$ cat config.mk
export PLATFORM = sky130hd
export DESIGN_NAME = double_ended_queue_top
export DESIGN_NICKNAME = d
export VERILOG_FILES = /design/src/rtl/deq_pkg.sv /design/src/rtl/deq_ram.sv /design/src/rtl/double_ended_queue_top.sv
export SDC_FILE = /design/constraint.sdc
export NUM_CORES = 1
export LEC_CHECK = 0
export BUFFER_PORTS_ARGS = -buffer_cell sky130_fd_sc_hd__buf_2
export CORE_MARGIN = 5
export CORE_UTILIZATION = 50
export DETAILED_ROUTE_END_ITERATION = 10
export PLACE_DENSITY = 0.67
export SLEW_MARGIN = 0
export SYNTH_ARGS = -nofsm -noshare
export SYNTH_HDL_FRONTEND = slang
export SYNTH_SLANG_ARGS = --single-unit
$ cat constraint.sdc
create_clock -name clk -period 4.7 [get_ports clk]
set_input_delay 1.175 -clock clk [delete_from_list [all_inputs] [get_ports clk]]
set_output_delay 1.175 -clock clk [all_outputs]
set_load 0.005 [all_outputs]
$ cat src/rtl/deq_pkg.sv
// ----------------------------------------------------------------------------
// deq_pkg
// shared constants and codes for the double-ended queue
// ----------------------------------------------------------------------------
`default_nettype none

package deq_pkg;

	localparam int DEPTH_DEF = 16;
	localparam int WORD_W    = 32;
	localparam int FUNC_W    = 3;
	localparam int STATUS_W  = 2;
	localparam int OCC_W     = 5;

	// operation codes
	localparam logic [FUNC_W-1:0] FN_PUSH_REAR  = 3'd0;
	localparam logic [FUNC_W-1:0] FN_PUSH_FRONT = 3'd1;
	localparam logic [FUNC_W-1:0] FN_POP_FRONT  = 3'd2;
	localparam logic [FUNC_W-1:0] FN_POP_REAR   = 3'd3;
	localparam logic [FUNC_W-1:0] FN_QUERY      = 3'd4;

	// status codes
	localparam logic [STATUS_W-1:0] ST_OK    = 2'd0;
	localparam logic [STATUS_W-1:0] ST_OVER  = 2'd1;
	localparam logic [STATUS_W-1:0] ST_UNDER = 2'd2;

	// word shown when nothing is there
	localparam logic [WORD_W-1:0] NONE_WORD = {WORD_W{1'b1}};

endpackage

`default_nettype wire

$ cat src/rtl/deq_ram.sv
// ----------------------------------------------------------------------------
// deq_ram
// generic single-write, single-read ram with registered read data
// ----------------------------------------------------------------------------
`default_nettype none

module deq_ram #(
	parameter int WIDTH = 32,
	parameter int DEPTH = 16
) (
	input  logic                     clk,
	input  logic                     we,
	input  logic [$clog2(DEPTH)-1:0] waddr,
	input  logic [WIDTH-1:0]         wdata,
	input  logic [$clog2(DEPTH)-1:0] raddr,
	output logic [WIDTH-1:0]         rdata
);

	logic [WIDTH-1:0] mem [DEPTH];

	always_ff @(posedge clk) begin
		if (we) begin
			mem[waddr] <= wdata;
		end
		rdata <= mem[raddr];
	end

endmodule

`default_nettype wire

$ cat src/rtl/double_ended_queue_top.sv
// ----------------------------------------------------------------------------
// double_ended_queue_top
// double-ended queue of 32-bit words in a ring ram, one result per command
// ----------------------------------------------------------------------------
//  channel   handshake            payload
//  command   start in, busy out   func, value
//  result    done out (strobe)    status, removed_word, front_word, rear_word,
//                                 occupancy, is_empty
//
//  per command, the accept cycle updates pointers, writes the
//  ram on a push and issues the ram read of the new end word on a pop; the
//  next cycle shows the result with done while busy is high.
//  front and rear words are cached; a pop reloads one from the ram read.
//  arst_n clears pointers, count and control; ram contents are not cleared.
//  the receiver cannot stall, each result is shown for exactly one cycle.
// ----------------------------------------------------------------------------
`default_nettype none

module double_ended_queue_top #(
	parameter int DEPTH = deq_pkg::DEPTH_DEF
) (
	input  logic                                  clk,
	input  logic                                  arst_n,
	input  logic                                  start,
	output logic                                  busy,
	input  logic [deq_pkg::FUNC_W-1:0]            func,
	input  logic signed [deq_pkg::WORD_W-1:0]     value,
	output logic                                  done,
	output logic [deq_pkg::STATUS_W-1:0]          status,
	output logic signed [deq_pkg::WORD_W-1:0]     removed_word,
	output logic signed [deq_pkg::WORD_W-1:0]     front_word,
	output logic signed [deq_pkg::WORD_W-1:0]     rear_word,
	output logic [deq_pkg::OCC_W-1:0]             occupancy,
	output logic                                  is_empty
);

	localparam int AW = $clog2(DEPTH);
	localparam int CW = $clog2(DEPTH + 1);
	localparam logic [AW-1:0] LAST_SLOT = AW'(DEPTH - 1);
	localparam logic [CW-1:0] FULL_CNT  = CW'(DEPTH);

	typedef enum logic {S_IDLE, S_RESP} state_t;

	state_t                         state_q;
	logic [AW-1:0]                  front_slot_q;
	logic [AW-1:0]                  rear_slot_q;
	logic [CW-1:0]                  count_q;
	logic                           ld_front_q;
	logic                           ld_rear_q;
	logic [deq_pkg::STATUS_W-1:0]   status_q;
	logic [deq_pkg::WORD_W-1:0]     removed_q;
	logic [deq_pkg::WORD_W-1:0]     front_word_q;
	logic [deq_pkg::WORD_W-1:0]     rear_word_q;

	logic                           accept;
	logic                           empty_c;
	logic                           full_c;
	logic [AW-1:0]                  front_inc;
	logic [AW-1:0]                  front_dec;
	logic [AW-1:0]                  rear_inc;
	logic [AW-1:0]                  rear_dec;

	logic                           we_c;
	logic [AW-1:0]                  waddr_c;
	logic [AW-1:0]                  raddr_c;
	logic [AW-1:0]                  nxt_front;
	logic [AW-1:0]                  nxt_rear;
	logic [CW-1:0]                  nxt_count;
	logic [deq_pkg::STATUS_W-1:0]   nxt_status;
	logic [deq_pkg::WORD_W-1:0]     nxt_removed;
	logic                           ld_front_c;
	logic                           ld_rear_c;
	logic                           set_front_c;
	logic                           set_rear_c;
	logic [deq_pkg::WORD_W-1:0]     mem_rdata;

	assign accept    = start && (state_q == S_IDLE);
	assign empty_c   = (count_q == '0);
	assign full_c    = (count_q == FULL_CNT);
	assign front_inc = (front_slot_q == LAST_SLOT) ? '0 : front_slot_q + AW'(1);
	assign front_dec = (front_slot_q == '0) ? LAST_SLOT : front_slot_q - AW'(1);
	assign rear_inc  = (rear_slot_q == LAST_SLOT) ? '0 : rear_slot_q + AW'(1);
	assign rear_dec  = (rear_slot_q == '0) ? LAST_SLOT : rear_slot_q - AW'(1);

	always_comb begin
		we_c        = 1'b0;
		waddr_c     = rear_slot_q;
		raddr_c     = front_slot_q;
		nxt_front   = front_slot_q;
		nxt_rear    = rear_slot_q;
		nxt_count   = count_q;
		nxt_status  = deq_pkg::ST_OK;
		nxt_removed = deq_pkg::NONE_WORD;
		ld_front_c  = 1'b0;
		ld_rear_c   = 1'b0;
		set_front_c = 1'b0;
		set_rear_c  = 1'b0;
		case (func)
			deq_pkg::FN_PUSH_REAR: begin
				if (full_c) begin
					nxt_status = deq_pkg::ST_OVER;
				end else begin
					we_c        = 1'b1;
					nxt_rear    = rear_inc;
					waddr_c     = rear_inc;
					nxt_count   = count_q + CW'(1);
					set_rear_c  = 1'b1;
					set_front_c = empty_c;
				end
			end
			deq_pkg::FN_PUSH_FRONT: begin
				if (full_c) begin
					nxt_status = deq_pkg::ST_OVER;
				end else begin
					we_c        = 1'b1;
					nxt_front   = front_dec;
					waddr_c     = front_dec;
					nxt_count   = count_q + CW'(1);
					set_front_c = 1'b1;
					set_rear_c  = empty_c;
				end
			end
			deq_pkg::FN_POP_FRONT: begin
				if (empty_c) begin
					nxt_status = deq_pkg::ST_UNDER;
				end else begin
					nxt_removed = front_word_q;
					nxt_front   = front_inc;
					raddr_c     = front_inc;
					nxt_count   = count_q - CW'(1);
					ld_front_c  = 1'b1;
				end
			end
			deq_pkg::FN_POP_REAR: begin
				if (empty_c) begin
					nxt_status = deq_pkg::ST_UNDER;
				end else begin
					nxt_removed = rear_word_q;
					nxt_rear    = rear_dec;
					raddr_c     = rear_dec;
					nxt_count   = count_q - CW'(1);
					ld_rear_c   = 1'b1;
				end
			end
			default: begin
				// query and unused codes change nothing
			end
		endcase
	end

	deq_ram #(
		.WIDTH (deq_pkg::WORD_W),
		.DEPTH (DEPTH)
	) u_ram (
		.clk   (clk),
		.we    (accept && we_c),
		.waddr (waddr_c),
		.wdata (value),
		.raddr (raddr_c),
		.rdata (mem_rdata)
	);

	always_ff @(posedge clk or negedge arst_n) begin
		if (!arst_n) begin
			state_q      <= S_IDLE;
			front_slot_q <= '0;
			rear_slot_q  <= LAST_SLOT;
			count_q      <= '0;
			ld_front_q   <= 1'b0;
			ld_rear_q    <= 1'b0;
			status_q     <= deq_pkg::ST_OK;
			removed_q    <= deq_pkg::NONE_WORD;
			front_word_q <= deq_pkg::NONE_WORD;
			rear_word_q  <= deq_pkg::NONE_WORD;
		end else begin
			case (state_q)
				S_IDLE: begin
					if (accept) begin
						state_q      <= S_RESP;
						front_slot_q <= nxt_front;
						rear_slot_q  <= nxt_rear;
						count_q      <= nxt_count;
						ld_front_q   <= ld_front_c;
						ld_rear_q    <= ld_rear_c;
						status_q     <= nxt_status;
						removed_q    <= nxt_removed;
						if (set_front_c) begin
							front_word_q <= value;
						end
						if (set_rear_c) begin
							rear_word_q <= value;
						end
					end
				end
				S_RESP: begin
					state_q    <= S_IDLE;
					ld_front_q <= 1'b0;
					ld_rear_q  <= 1'b0;
					if (ld_front_q) begin
						front_word_q <= mem_rdata;
					end
					if (ld_rear_q) begin
						rear_word_q <= mem_rdata;
					end
				end
				default: begin
					state_q <= S_IDLE;
				end
			endcase
		end
	end

	assign busy         = (state_q == S_RESP);
	assign done         = (state_q == S_RESP);
	assign status       = status_q;
	assign removed_word = removed_q;
	assign is_empty     = empty_c;
	assign occupancy    = deq_pkg::OCC_W'(count_q);
	assign front_word   = empty_c ? deq_pkg::NONE_WORD :
		(ld_front_q ? mem_rdata : front_word_q);
	assign rear_word    = empty_c ? deq_pkg::NONE_WORD :
		(ld_rear_q ? mem_rdata : rear_word_q);

endmodule

`default_nettype wire

==> impl_metrics.yaml <==
layout:
  area_growth_pct: 15.40
  drive_gt1_frac: 0.3059
  final_cell_area_um2: 31360
  fin_util: 0.5827
  final_nets: 1814
die:
  initial_core_util: 0.5050
  fp.dieArea_um2: 59110
  io_pins: 144
  design.core.area_um2: 53810
  die_w_um: 243.1
  die_h_um: 243.1
  rows: 85
synthesis:
  yosys-mux-area-fraction: 0.1737
  synth_xor_area_frac: 0.003223
  yosys.area_share.adder: 0.003960
  syn_inst: 1614
  synth_top_family_by_area: "multiplexers"
  synth_area_per_cell_um2: 16.84
  ys_seq_area_frac: 0.6990
  synth_compound_area_frac: 0.04531
  synth_area_um2: 27170
  synth_ff_type: "edfxtp_1"
  ys_ff_latch: 658
  synth_nets: 1660
  synth_edf_count: 512
  async_reset_ff_frac: 0.1733
  synth_cell_type_count: 62
  synth-simple-area-share: 0.05452
  yosys_warnings: 0
sta:
  setup_ws_ns: 0.8828
  hold_viol: 0
  worst_slew_pin_slew_ns: 1.183
  post-route-period-util: 0.8122
  fin_skew_ns: 0.02353
  fin_tns_setup_ns: 0
  drv_slew: 0
  finalSetupViolCount: 0
  fin_crit_ns: 3.817
  clock.fmax_ghz: 0.2620
  slew_headroom: 0.1945
  rsz0062_at_grt: "false"
  holdWs_ns: 0.4618
grt:
  grtUsageTotal: 0.2320
  grt_overflow: 0
  grt_pass1_vias: 15695
  antenna_found_initial: 5
  grt_start_max_net_pins: 72
  grt_pass1_wl_mm: 103.0
critical_path:
  critPathCaptureType: "output port"
  slowest_stage: "nor4_4"
  path_buf_inv: 2
  arrival_ns: 2.64
  rr_worst_depth: 9
  cp_slowest_stage_delay_ns: 0.62
  path_delay_family: "simple AND/OR/NAND/NOR gates"
  r2r-start: "front_slot_q[0]"
  required_ns: 3.52
  cp-start-kind: "flop"
  worst-path-max-fanout: 71
  ff2ff_setup_slack_ns: 1.11
  crit_chain: "nor4_4, nand2_2, buf_4, nand2_1, buf_2"
  rr_endpoint: "u_ram.mem[10][26]"
  critical_path_class: "reg -> out"
clocking:
  cts_resized: 0
  cts.clk_slew.worst_paths_ns: 0.05
  cts_inserted_buffers: 69
  cts_buffer_depth: 3
  cts-hold-fix-buffers: 0
  worstSkewPairLatency_ns: 0.60
  cts_setup_buffers: 0
  cts_tree: "done"
  clock-root-buffer: "clkbuf_16"
  htreeDepth: 3
  cts.sinks: 658
power:
  switchingPower_mw: 5.641
  clock_power_share: 0.298
  p_seq_frac: 0.415
  combPwrFrac: 0.287
  max-vdd-ir-drop_uv: 329.8
  power_per_cell_area_nw_per_um2: 596.1
  p_sw_frac: 0.3018
  p_int_mw: 13.05
  leakagePower_nw: 10.94
detailed_routing:
  ant_nets: 0
  vias: 15514
  drtIter0Drc: 1543
  drtPass1Iterations: 6
  wirelength_mm: 68.78
  routedWlPerCell_um: 27.27
  viasPerCell: 6.151
  drc_errors: 0
placement:
  gp_congestion: 0.8280
  dp_hpwl_mm: 38.18
  io_buffers: 143
  place_area_um2: 29030
  pre_cts_slack_ns: 0.5550
hold_path:
  holdPathStages: 2
  min_from: "front_word_q[24]"
  whs_endpoint: "front_word_q[24]"
  hold_class: "reg -> reg"
run:
  drv_cap: 0
status:
  status: "finished clean"
stage by stage:
step / total power, mW / cells
3_5_place_dp: 13.25 / 2393
5_1_grt: 19.61 / 2522
3_3_place_gp: 13.13 / 2393
2_1_floorplan: 11.51 / 1614
4_1_cts: 18.82 / 2520
6_report: 18.69 / 2522
worst register-to-register path, cell delays in order, from the launching register on:
cell and delay, ns:
dfrtp_1 0.49, inv_1 0.10, ha_1 0.26, o21ba_2 0.19, o31ai_1 0.43, o22ai_1 0.13, a211oi_1 0.49, nand4b_1 0.56
nor2_4 0.28, buf_12 0.30
final cells by class:
cell class / instances / area (µm²)
tap: 696 / 870.8
sequential: 658 / 19000
fill: 4008 / 22460
inverter: 11 / 41.29
clock inverter: 36 / 431.7
clock buffer: 91 / 1892
antenna: 2 / 5.005
multi-input combinational: 839 / 7811
timing repair buffer: 189 / 1301
worst max-delay path by stage:
stage / depth (start not counted) / startpoint / slack, ns / end
2_1_floorplan: 7 / func[2] / 0.15 / u_ram.mem[0][0]
3_3_place_gp: 8 / func[2] / 0.63 / u_ram.rdata[16]
3_5_place_dp: 8 / func[2] / 0.56 / u_ram.rdata[13]
4_1_cts: 5 / occupancy[0] / 0.90 / front_word[29]
5_1_grt: 5 / occupancy[0] / 0.77 / front_word[26]
6_report: 5 / occupancy[0] / 0.88 / rear_word[26]
cells in the final DEF (no fill, tap or decap), types with 19 or more instances in the layout:
cell type,netlist,layout
edfxtp_1,512,512
mux2i_1,180,177
nand2_1,176,176
buf_2,20,142
mux4_2,128,128
dfstp_2,100,100
clkbuf_16,0,71
nor2_1,76,60
a21oi_1,52,52
a32oi_1,47,47
nor2b_1,43,43
dfxtp_1,32,32
buf_4,7,28
a211oi_1,20,20
buf_12,0,19
power by group through the flow:
stage	clock network [mW]	registers (mW)	logic, mW
floorplan	0	7.57	3.94
global placement	0	7.81	5.32
detailed placement	0	7.85	5.40
global route	5.92	7.84	5.85
CTS	5.65	7.74	5.42
finish	5.56	7.76	5.37
cells by family (layout without fill, tap and decap cells):
kind of cell,after synthesis,in the layout
flops,658,658
other cells,0,2
xor+xnor,10,10
fa+ha+maj,8,8
simple gates,334,334
buf+inv,117,327
mux,311,311
compound gates,176,176
synthesized netlist by cell type (3+ instances only):
cell type / number / area [µm²]
edfxtp_1: 512 / 15370
mux2i_1: 180 / 1802
nand2_1: 176 / 660.6
mux4_2: 128 / 2883
dfstp_2: 100 / 2628
nor2_1: 76 / 285.3
clkbuf_1: 56 / 210.2
a21oi_1: 52 / 260.3
a32oi_1: 47 / 411.6
nor2b_1: 43 / 269.0
dfxtp_1: 32 / 640.6
a211oi_1: 20 / 150.1
buf_2: 20 / 100.1
o22ai_1: 15 / 93.84
buf_1: 14 / 52.55
dfrtp_1: 14 / 350.3
inv_1: 9 / 33.78
o21ai_0: 9 / 45.04
buf_6: 8 / 90.09
nand3_1: 8 / 40.04
xnor2_1: 8 / 70.07
buf_4: 7 / 52.55
ha_1: 7 / 87.58
o31ai_1: 6 / 45.04
nand2b_1: 5 / 31.28
a31oi_1: 4 / 25.02
and2_1: 4 / 25.02
nor3_1: 4 / 20.02
a21o_1: 3 / 22.52
o21ai_1: 3 / 15.01
or4_1: 3 / 22.52
flip-flops by register name, indices dropped and copies added, names as in the netlist:
signal	flops
ld_front_q	1
front_word_q	32
status	2
rear_word_q	32
front_slot_q	4
occupancy	5
removed_word	32
busy	1
u_ram.rdata	32
rear_slot_q	4
u_ram.mem	512
ld_rear_q	1
routing by layer:
metal  part of all wire  track usage  wire length [µm]
met4              0.022      0.06225              1499
met5            0.00049            0                34
met1               0.43       0.3385             29480
met2               0.47       0.3628             32350
met3              0.079      0.04664              5418
(Power assumes the default switching activity.)
